[config.mk]
export PLATFORM = sky130hd
export DESIGN_NAME = page_frame_allocator_replacer_unit
export DESIGN_NICKNAME = d
export VERILOG_FILES = /design/src/hdl/pfa_pkg.sv /design/src/hdl/pfa_cdiv.sv /design/src/hdl/pfa_owner_mem.sv /design/src/hdl/pfa_fifo_ring.sv /design/src/hdl/page_frame_allocator_replacer_unit.sv
export SDC_FILE = /design/constraint.sdc
export NUM_CORES = 1
export LEC_CHECK = 0
export BUFFER_PORTS_ARGS = -buffer_cell sky130_fd_sc_hd__buf_4
export CORE_MARGIN = 2
export CORE_UTILIZATION = 60
export CTS_BUF_LIST = sky130_fd_sc_hd__clkbuf_8
export CTS_CLUSTER_DIAMETER = 50
export DETAILED_ROUTE_END_ITERATION = 7
export PLACE_DENSITY = 0.75
export SYNTH_ARGS = -nofsm -noshare
export SYNTH_HDL_FRONTEND = slang
export SYNTH_SLANG_ARGS = --single-unit
[constraint.sdc]
create_clock -name clk -period 8.2 [get_ports clk]
set_input_delay 0.41 -clock clk [delete_from_list [all_inputs] [get_ports clk]]
set_output_delay 0.41 -clock clk [all_outputs]
set_load 0.02 [all_outputs]
[src/hdl/pfa_pkg.sv]
// shared types and constants of the page frame allocator / replacer
// word formats, status and mode codes, register index, fifo control struct
// no dependencies
package pfa_pkg;

	localparam int PID_W    = 8;
	localparam int ADDR_W   = 19;
	localparam int RND_W    = 16;
	localparam int PAGE_W   = 12;
	localparam int FRAME_W  = 5;
	localparam int STATUS_W = 2;
	localparam int MODE_W   = 2;
	localparam int DATA_W   = 32;
	localparam int PADDR_W  = 3;

	// status codes
	localparam logic [STATUS_W-1:0] STATUS_FREE  = 2'd0;
	localparam logic [STATUS_W-1:0] STATUS_EVICT = 2'd1;
	localparam logic [STATUS_W-1:0] STATUS_OOM   = 2'd2;

	// replacement modes
	localparam logic [MODE_W-1:0] MODE_NONE   = 2'd0;
	localparam logic [MODE_W-1:0] MODE_FIFO   = 2'd1;
	localparam logic [MODE_W-1:0] MODE_RANDOM = 2'd2;

	// register index, taken from paddr[2]
	localparam logic REG_MODE_IDX = 1'b0;

	typedef struct packed {
		logic [PID_W-1:0]  process_id;
		logic [ADDR_W-1:0] fault_address;
		logic [RND_W-1:0]  random_value;
	} in_word_t;

	typedef struct packed {
		logic [STATUS_W-1:0] status;
		logic [FRAME_W-1:0]  frame;
		logic                evicted_valid;
		logic [PID_W-1:0]    evicted_process;
		logic [PAGE_W-1:0]   evicted_page;
		logic [PAGE_W-1:0]   loaded_page;
	} out_word_t;

	typedef struct packed {
		logic [PID_W-1:0]  pid;
		logic [PAGE_W-1:0] page;
	} owner_entry_t;

	typedef struct packed {
		logic push;
		logic pop;
	} fifo_ctl_t;

endpackage

[src/hdl/pfa_cdiv.sv]
// two-stage divide by a constant: reciprocal multiply, then one correction step
// standalone, no package use
module pfa_cdiv #(
	parameter int NW  = 19,
	parameter int DIV = 128
) (
	input  logic          clk,
	input  logic [NW-1:0] n,
	output logic [NW-1:0] quot,
	output logic [NW-1:0] rem
);

	localparam int L  = $clog2(DIV);
	localparam int S  = NW + L;
	localparam int MW = NW + 1;
	localparam int PW = NW + MW;
	localparam int DW = $clog2(DIV + 1);
	localparam int XW = NW + DW;
	localparam logic [63:0]   M64  = (64'd1 << S) / 64'(DIV);
	localparam logic [MW-1:0] MUL  = MW'(M64);
	localparam logic [XW-1:0] DIVX = XW'(DIV);

	logic [PW-1:0] prod_s1;
	logic [NW-1:0] n_s1;
	logic [NW-1:0] q_est;
	logic [XW-1:0] back;
	logic [NW-1:0] r_est;
	logic [XW-1:0] r_wide;
	logic [XW-1:0] r_less;
	logic          corr;

	always_ff @(posedge clk) begin
		prod_s1 <= {{MW{1'b0}}, n} * {{NW{1'b0}}, MUL};
		n_s1    <= n;
	end

	// estimate is low by at most one
	always_comb begin
		q_est  = NW'(prod_s1 >> S);
		back   = {{DW{1'b0}}, q_est} * DIVX;
		r_est  = n_s1 - back[NW-1:0];
		r_wide = {{DW{1'b0}}, r_est};
		corr   = (r_wide >= DIVX);
		r_less = r_wide - DIVX;
	end

	always_ff @(posedge clk) begin
		quot <= corr ? q_est + NW'(1) : q_est;
		rem  <= corr ? r_less[NW-1:0] : r_est;
	end

endmodule

[src/hdl/pfa_owner_mem.sv]
// owner table: one entry per frame, owning process id and virtual page
// uses pfa_pkg for the entry type; registered read, one write port
module pfa_owner_mem #(
	parameter int DEPTH = 32,
	localparam int AW = (DEPTH > 1) ? $clog2(DEPTH) : 1
) (
	input  logic                  clk,
	input  logic                  wr_en,
	input  logic [AW-1:0]         wr_addr,
	input  pfa_pkg::owner_entry_t wr_data,
	input  logic [AW-1:0]         rd_addr,
	output pfa_pkg::owner_entry_t rd_data
);
	import pfa_pkg::*;

	owner_entry_t mem [DEPTH];

	always_ff @(posedge clk) begin
		if (wr_en) begin
			mem[wr_addr] <= wr_data;
		end
		rd_data <= mem[rd_addr];
	end

endmodule

[src/hdl/pfa_fifo_ring.sv]
// fifo ring of frame numbers for oldest-first eviction
// uses pfa_pkg for the control struct; ring memory with registered head read
module pfa_fifo_ring #(
	parameter int DEPTH = 32,
	localparam int AW = (DEPTH > 1) ? $clog2(DEPTH) : 1,
	localparam int CW = $clog2(DEPTH + 1)
) (
	input  logic               clk,
	input  logic               arst_n,
	input  pfa_pkg::fifo_ctl_t ctl,
	input  logic [AW-1:0]      push_frame,
	output logic [AW-1:0]      head_frame,
	output logic [CW-1:0]      count
);
	import pfa_pkg::*;

	localparam logic [AW-1:0] LAST = AW'(DEPTH - 1);

	logic [AW-1:0] ring [DEPTH];
	logic [AW-1:0] head_q;
	logic [AW-1:0] tail_q;
	logic [CW-1:0] cnt_q;
	logic          push_ok;

	// append dropped when the ring is full and nothing leaves
	assign push_ok = ctl.push && (ctl.pop || (cnt_q != CW'(DEPTH)));
	assign count   = cnt_q;

	always_ff @(posedge clk) begin
		if (push_ok) begin
			ring[tail_q] <= push_frame;
		end
		head_frame <= ring[head_q];
	end

	always_ff @(posedge clk or negedge arst_n) begin
		if (!arst_n) begin
			head_q <= '0;
			tail_q <= '0;
			cnt_q  <= '0;
		end else begin
			if (ctl.pop) begin
				head_q <= (head_q == LAST) ? '0 : head_q + AW'(1);
			end
			if (push_ok) begin
				tail_q <= (tail_q == LAST) ? '0 : tail_q + AW'(1);
			end
			if (push_ok && !ctl.pop) begin
				cnt_q <= cnt_q + CW'(1);
			end else if (!push_ok && ctl.pop) begin
				cnt_q <= cnt_q - CW'(1);
			end
		end
	end

endmodule

[src/hdl/page_frame_allocator_replacer_unit.sv]
// top level of the page frame allocator with fifo / random replacement
// depends on pfa_pkg, pfa_cdiv, pfa_owner_mem, pfa_fifo_ring
//
//  channel | direction | handshake                 | payload
//  --------+-----------+---------------------------+----------------------
//  in      | input     | in_valid / in_stall       | in_data  (in_word_t)
//  out     | output    | out_valid / out_stall     | out_data (out_word_t)
//  cfg     | input     | psel/penable/pwrite/pready| paddr, pwdata, prdata
//
// a fault word is taken only in idle, and no new word is taken until it has
// passed the constant-divide states div1 and div2, a decision state, an owner-ram
// read state and a write-back state that also loads the output register
// write-back waits while a finished word is still held by out_stall
// reset clears the mode, the allocation count and the fifo pointers; the
// owner table and ring contents are only read after they were written
module page_frame_allocator_replacer_unit #(
	parameter int NUM_FRAMES = 32,
	parameter int PAGE_BYTES = 128
) (
	input  logic                         clk,
	input  logic                         arst_n,
	input  logic                         in_valid,
	output logic                         in_stall,
	input  pfa_pkg::in_word_t            in_data,
	output logic                         out_valid,
	input  logic                         out_stall,
	output pfa_pkg::out_word_t           out_data,
	input  logic                         psel,
	input  logic                         penable,
	input  logic                         pwrite,
	input  logic [pfa_pkg::PADDR_W-1:0]  paddr,
	input  logic [pfa_pkg::DATA_W-1:0]   pwdata,
	output logic [pfa_pkg::DATA_W-1:0]   prdata,
	output logic                         pready
);
	import pfa_pkg::*;

	localparam int FW = (NUM_FRAMES > 1) ? $clog2(NUM_FRAMES) : 1;
	localparam int CW = $clog2(NUM_FRAMES + 1);

	// sequencer states
	localparam logic [2:0] S_IDLE = 3'd0;
	localparam logic [2:0] S_DIV1 = 3'd1;
	localparam logic [2:0] S_DIV2 = 3'd2;
	localparam logic [2:0] S_DEC  = 3'd3;
	localparam logic [2:0] S_RD   = 3'd4;
	localparam logic [2:0] S_WB   = 3'd5;

	logic [2:0]          state_q;
	logic [MODE_W-1:0]   mode_q;
	logic [PID_W-1:0]    pid_q;
	logic [ADDR_W-1:0]   addr_q;
	logic [RND_W-1:0]    rnd_q;
	logic [CW-1:0]       alloc_q;
	logic [STATUS_W-1:0] status_q;
	logic [FW-1:0]       frame_q;
	logic [PAGE_W-1:0]   page_q;
	out_word_t           out_q;
	logic                out_valid_q;

	logic [ADDR_W-1:0]   page_quot;
	logic [RND_W-1:0]    rnd_rem;
	logic [FW-1:0]       fifo_head;
	logic [CW-1:0]       fifo_cnt;
	fifo_ctl_t           fifo_ctl;
	owner_entry_t        owner_rd;
	owner_entry_t        owner_wr;
	logic                owner_we;

	logic                full;
	logic [STATUS_W-1:0] dec_status;
	logic [FW-1:0]       dec_frame;
	logic                wb_go;
	logic                cfg_wr;
	logic [FW+FRAME_W-1:0] frame_ext;
	out_word_t           out_next;

	// ------------------------------------------------------------------
	// configuration port
	// ------------------------------------------------------------------
	assign pready = 1'b1;
	assign cfg_wr = psel && penable && pwrite;
	assign prdata = (paddr[2] == REG_MODE_IDX) ? {{(DATA_W-MODE_W){1'b0}}, mode_q} : '0;

	always_ff @(posedge clk or negedge arst_n) begin
		if (!arst_n) begin
			mode_q <= MODE_NONE;
		end else if (cfg_wr && (paddr[2] == REG_MODE_IDX)) begin
			mode_q <= pwdata[MODE_W-1:0];
		end
	end

	// ------------------------------------------------------------------
	// page number and random victim, both by constant divide
	// ------------------------------------------------------------------
	pfa_cdiv #(.NW(ADDR_W), .DIV(PAGE_BYTES)) u_page_div (
		.clk  (clk),
		.n    (addr_q),
		.quot (page_quot),
		.rem  ()
	);

	pfa_cdiv #(.NW(RND_W), .DIV(NUM_FRAMES)) u_rnd_div (
		.clk  (clk),
		.n    (rnd_q),
		.quot (),
		.rem  (rnd_rem)
	);

	// ------------------------------------------------------------------
	// state memories
	// ------------------------------------------------------------------
	pfa_fifo_ring #(.DEPTH(NUM_FRAMES)) u_fifo (
		.clk        (clk),
		.arst_n     (arst_n),
		.ctl        (fifo_ctl),
		.push_frame (frame_q),
		.head_frame (fifo_head),
		.count      (fifo_cnt)
	);

	// owner ram always reads at the chosen frame, data is ready in write-back
	pfa_owner_mem #(.DEPTH(NUM_FRAMES)) u_owner (
		.clk     (clk),
		.wr_en   (owner_we),
		.wr_addr (frame_q),
		.wr_data (owner_wr),
		.rd_addr (frame_q),
		.rd_data (owner_rd)
	);

	// ------------------------------------------------------------------
	// victim decision
	// frames are never released, so the frames in use are always 0..alloc-1
	// and the lowest free frame is the allocation count
	// ------------------------------------------------------------------
	assign full = (alloc_q == CW'(NUM_FRAMES));

	always_comb begin
		dec_status = STATUS_OOM;
		dec_frame  = '0;
		if (!full) begin
			dec_status = STATUS_FREE;
			dec_frame  = alloc_q[FW-1:0];
		end else if ((mode_q == MODE_FIFO) && (fifo_cnt != '0)) begin
			dec_status = STATUS_EVICT;
			dec_frame  = fifo_head;
		end else if (mode_q == MODE_RANDOM) begin
			dec_status = STATUS_EVICT;
			dec_frame  = rnd_rem[FW-1:0];
		end
	end

	// ------------------------------------------------------------------
	// write-back: owner table, fifo ring, allocation count, output word
	// ------------------------------------------------------------------
	assign wb_go = (state_q == S_WB) && (!out_valid_q || !out_stall);

	assign owner_we = wb_go && (status_q != STATUS_OOM);
	assign owner_wr = '{pid: pid_q, page: page_q};

	// every assigned frame goes to the tail in fifo mode, pop only on fifo eviction
	assign fifo_ctl = '{
		push: wb_go && (status_q != STATUS_OOM) && (mode_q == MODE_FIFO),
		pop:  wb_go && (status_q == STATUS_EVICT) && (mode_q == MODE_FIFO)
	};

	assign frame_ext = (FW + FRAME_W)'(frame_q);

	always_comb begin
		out_next.status          = status_q;
		out_next.frame           = frame_ext[FRAME_W-1:0];
		out_next.evicted_valid   = (status_q == STATUS_EVICT);
		out_next.evicted_process = (status_q == STATUS_EVICT) ? owner_rd.pid : '0;
		out_next.evicted_page    = (status_q == STATUS_EVICT) ? owner_rd.page : '0;
		out_next.loaded_page     = (status_q != STATUS_OOM) ? page_q : '0;
	end

	// ------------------------------------------------------------------
	// sequencer
	// ------------------------------------------------------------------
	assign in_stall = (state_q != S_IDLE);

	always_ff @(posedge clk or negedge arst_n) begin
		if (!arst_n) begin
			state_q     <= S_IDLE;
			alloc_q     <= '0;
			out_valid_q <= 1'b0;
		end else begin
			case (state_q)
				S_IDLE: begin
					if (in_valid) begin
						state_q <= S_DIV1;
					end
				end
				S_DIV1: state_q <= S_DIV2;
				S_DIV2: state_q <= S_DEC;
				S_DEC:  state_q <= S_RD;
				S_RD:   state_q <= S_WB;
				S_WB: begin
					if (wb_go) begin
						state_q <= S_IDLE;
					end
				end
				default: state_q <= S_IDLE;
			endcase

			if (wb_go && (status_q == STATUS_FREE)) begin
				alloc_q <= alloc_q + CW'(1);
			end

			if (wb_go) begin
				out_valid_q <= 1'b1;
			end else if (!out_stall) begin
				out_valid_q <= 1'b0;
			end
		end
	end

	// payload registers
	always_ff @(posedge clk) begin
		if ((state_q == S_IDLE) && in_valid) begin
			pid_q  <= in_data.process_id;
			addr_q <= in_data.fault_address;
			rnd_q  <= in_data.random_value;
		end
		if (state_q == S_DEC) begin
			status_q <= dec_status;
			frame_q  <= dec_frame;
			page_q   <= page_quot[PAGE_W-1:0];
		end
		if (wb_go) begin
			out_q <= out_next;
		end
	end

	assign out_valid = out_valid_q;
	assign out_data  = out_q;

`ifndef NO_ASSERTIONS
	// a new output word only appears out of write-back
	a_out_from_wb: assert property (@(posedge clk) disable iff (!arst_n)
		$rose(out_valid) |-> $past(state_q == S_WB))
		else $error("output word raised outside write-back");

	// out-of-memory words carry no frame, eviction or page
	a_oom_zero: assert property (@(posedge clk) disable iff (!arst_n)
		(out_valid && (out_data.status == STATUS_OOM)) |->
		((out_data.frame == '0) && !out_data.evicted_valid &&
		 (out_data.evicted_page == '0) && (out_data.loaded_page == '0)))
		else $error("out-of-memory word with nonzero fields");

	// eviction flag follows the status
	a_evict_flag: assert property (@(posedge clk) disable iff (!arst_n)
		out_valid |-> (out_data.evicted_valid == (out_data.status == STATUS_EVICT)))
		else $error("evicted_valid disagrees with status");

	// allocation count never passes the frame count
	a_alloc_bound: assert property (@(posedge clk) disable iff (!arst_n)
		alloc_q <= CW'(NUM_FRAMES))
		else $error("allocation count beyond frame count");
`endif

endmodule
==> qor.txt <==
Site Rows = 90
top cell type's share of synthesized area = 0.732
Yosys warnings = 0
first-pass GRT wire length = 118 mm
RSZ-0062 raised after global routing = no
nets = 2,078
worst r2r dst = u_owner.mem[1][2]$_DFFE_PP_
Area Overhead vs Synth = 13.2%
Power, Total = 11.4 mW
Clk Latency, worst-skew pair = 0.81 ns
antenna-violating nets left = 0
clock transition at the registers of the reported paths = 0.06 ns
Initial Util = 0.605
setup TNS = 0 ns
Register-to-Register Path Depth = 6
CP Class = reg2reg
post-CTS setup buffers = 0
total leakage power = 13.5 nW
initial antenna violation count = 5
GR Util met2 = 0.412
htree depth = 4
crit path max fanout = 44
pin count of the biggest net entering global routing = 130
worst relative slew slack = 0.181
Final Slew Violations = 0
Final Non-Filler Cells = 2,883
Final HPWL DP = 45.3 mm
Synth Area per Inst = 20.8 µm²
full die area = 62,500 µm²
gr usage total = 0.263
post-synth cell types = 57
CTS Sinks = 971
highest clock rate = 262 MHz
IO Count = 160
Top Usage Layer GRT = met2
minimum clock period = 3.82 ns
MaxCap Viol Count = 0
prevailing post-synth register cell = edfxtp_1
via count = 18.3k
grt total ovfl = 0
largest cells by area after synthesis = edfxtp_1, mux4_2, dfxtp_1
Die Width = 250 µm
Post-synth EDFFs = 884
Pre-antenna DRT Iters = 5
share of cells above drive strength 1 = 0.270
final setup vio count = 0
crit start category = flop
pwr dens = 276 nW/µm²
most frequent cell after synthesis = edfxtp_1
GP Congestion = 0.852
cells after synthesis = 1,745
commonest cells in the netlist = edfxtp_1, mux4_2, a22oi_1
final wirelength = 80.2 mm
clk buf depth = 3
fill cell count = 3,674
Seq/Total Area, Yosys = 0.783
vias in the first global route = 18.4k
Data required, critical path = 8.66 ns
vias per cell = 6.33
Seq cells post-synth = 971
Reg2Reg Setup Slack = 4.38 ns
Layout Skew = 0.0357 ns
wire length per cell = 27.8 µm
ys async rst share = 0.0288
TritonCTS Buffers = 149
placed cell count = 2,577
met3 Track Usage GR = 0.0721
clock root cell = clkbuf_8
DRC errors left = 0
VDD IR max = 0.178 mV
met1 GRT Util = 0.358
worst hold path class = in2async
CTS tree = built
Detailed Route Iter0 Violations = 2,415
Final Hold Vio Count = 0
Port Buf Inserts = 78
Worst-Margin Slew = 1.23 ns
CP endpoint kind = flop
area of the mapped netlist = 36,300 µm²
final worst-path cycle share = 0.466
run status = finished, final reports clean
Die Y = 250 µm
post-synth top area cell = edfxtp_1
core region area = 60,000 µm²
critical path arrival = 4.28 ns
worst reg2reg startpoint = state_q[2]$_DFFE_PN0P_
## cells by family after synthesis
kind of cell,share of synthesized area
flip-flops,0.783
AND/OR/NAND/NOR,0.0360
multiplexers,0.125
AO/OA/AOI/OAI,0.0308
buffers and inverters,0.0172
adder cells (fa/ha/maj),0.00538
XOR/XNOR,0.00241
other,0.000207
## critical path, cell delays in order, from the launching register on
cell and delay (ns):
dfrtp_1 0.53, nand3b_4 0.16, a21oi_4 0.14, buf_4 0.61, nand4b_1 0.70, nor2_2 0.88
buf_4 0.44
## power by group
group / switching (mW) / total [mW] / internal (mW) / leakage (nW)
Sequential: 0.284 / 6.13 / 5.84 / 8.82
Combinational: 0.832 / 1.45 / 0.621 / 3.07
Clock: 1.82 / 3.77 / 1.95 / 1.65
## registers in the layout (all words and copies together) (netlist names)
signal / flops
u_owner.mem: 640
pid_q: 8
rnd_q: 5
u_fifo.head_frame: 5
alloc_q: 6
state_q: 3
u_rnd_div.rem: 5
out_data: 40
u_rnd_div.n_s1: 5
u_fifo.tail_q: 5
page_q: 12
u_owner.rd_data: 20
u_fifo.ring: 160
out_valid: 1
u_page_div.quot: 12
addr_q: 12
frame_q: 5
u_page_div.prod_s1: 12
u_fifo.head_q: 5
status_q: 2
mode_q: 2
u_fifo.count: 6
## cells in the final DEF (no fill, tap or decap), drive strengths merged, types with 7 or more instances in the layout
master / n
edfxtp: 884
mux4: 180
clkbuf: 165
buf: 132
a22oi: 93
nor2: 78
inv: 68
dfxtp: 59
mux2i: 41
clkinv: 41
and2: 35
dlygate4sd3: 32
nand2: 31
conb: 31
dfrtp: 28
nand4: 24
nand3: 24
ha: 14
a21oi: 14
o21ai: 11
xnor2: 9
a221oi: 8
nor2b: 8
nor3: 7
## metal layers
metal  vias up  wire [µm]
met5         -         11
met4         2       2540
met3       189       8000
met2      1075      39000
met1      9389      30600
li1       7604          -
## through the flow
step | area, µm² | setup slack [ns] | utilization | hold slack (ns)
6_report | 41100 | 4.38 | 0.684 | 0.0818
5_1_grt | 41100 | 4.21 | 0.684 | 0.0915
4_1_cts | 41100 | 4.40 | 0.684 | 0.0432
3_5_place_dp | 37900 | 4.44 | 0.632 | 0.312
3_3_place_gp | 37900 | 4.48 | 0.632 | 0.314
2_1_floorplan | 36400 | 4.44 | - | 0.114
## area by class of cell
cell class / instances / area, µm² / area share
Sequential cell: 971 / 28400 / 0.692
Multi-Input combinational cell: 682 / 7460 / 0.182
Clock buffer: 165 / 2270 / 0.0553
Timing Repair Buffer: 164 / 1320 / 0.0322
Tap cell: 782 / 978 / 0.0238
Clock inverter: 108 / 563 / 0.0137
Inverter: 10 / 37.5 / 0.000914
Antenna cell: 1 / 2.50 / 0.0000609
## worst max path at each step
stage	startpoint	to	slack (ns)	depth (start not counted)
after CTS	status_q[1]$_SDFFCE_PP0N_	u_fifo.count[5]$_DFFE_PN0P_	4.40	9
after global placement	state_q[2]$_DFFE_PN0P_	u_owner.mem[1][19]$_DFFE_PP_	4.48	6
final	state_q[2]$_DFFE_PN0P_	u_owner.mem[1][2]$_DFFE_PP_	4.38	6
after floorplan	state_q[1]$_DFFE_PN0P_	u_owner.mem[0][0]$_DFFE_PP_	4.44	5
after detailed placement	status_q[1]$_SDFFCE_PP0N_	u_fifo.count[5]$_DFFE_PN0P_	4.44	9
after global routing	status_q[1]$_SDFFCE_PP0N_	u_fifo.count[5]$_DFFE_PN0P_	4.21	9
## timing repair
item,in CTS,in global routing
hold endpoints to repair,57,0
resized for setup,0,0
endpoints found under the setup margin,0,0
hold buffers,32,0
Note: power is estimated with default switching activity, not from simulation.
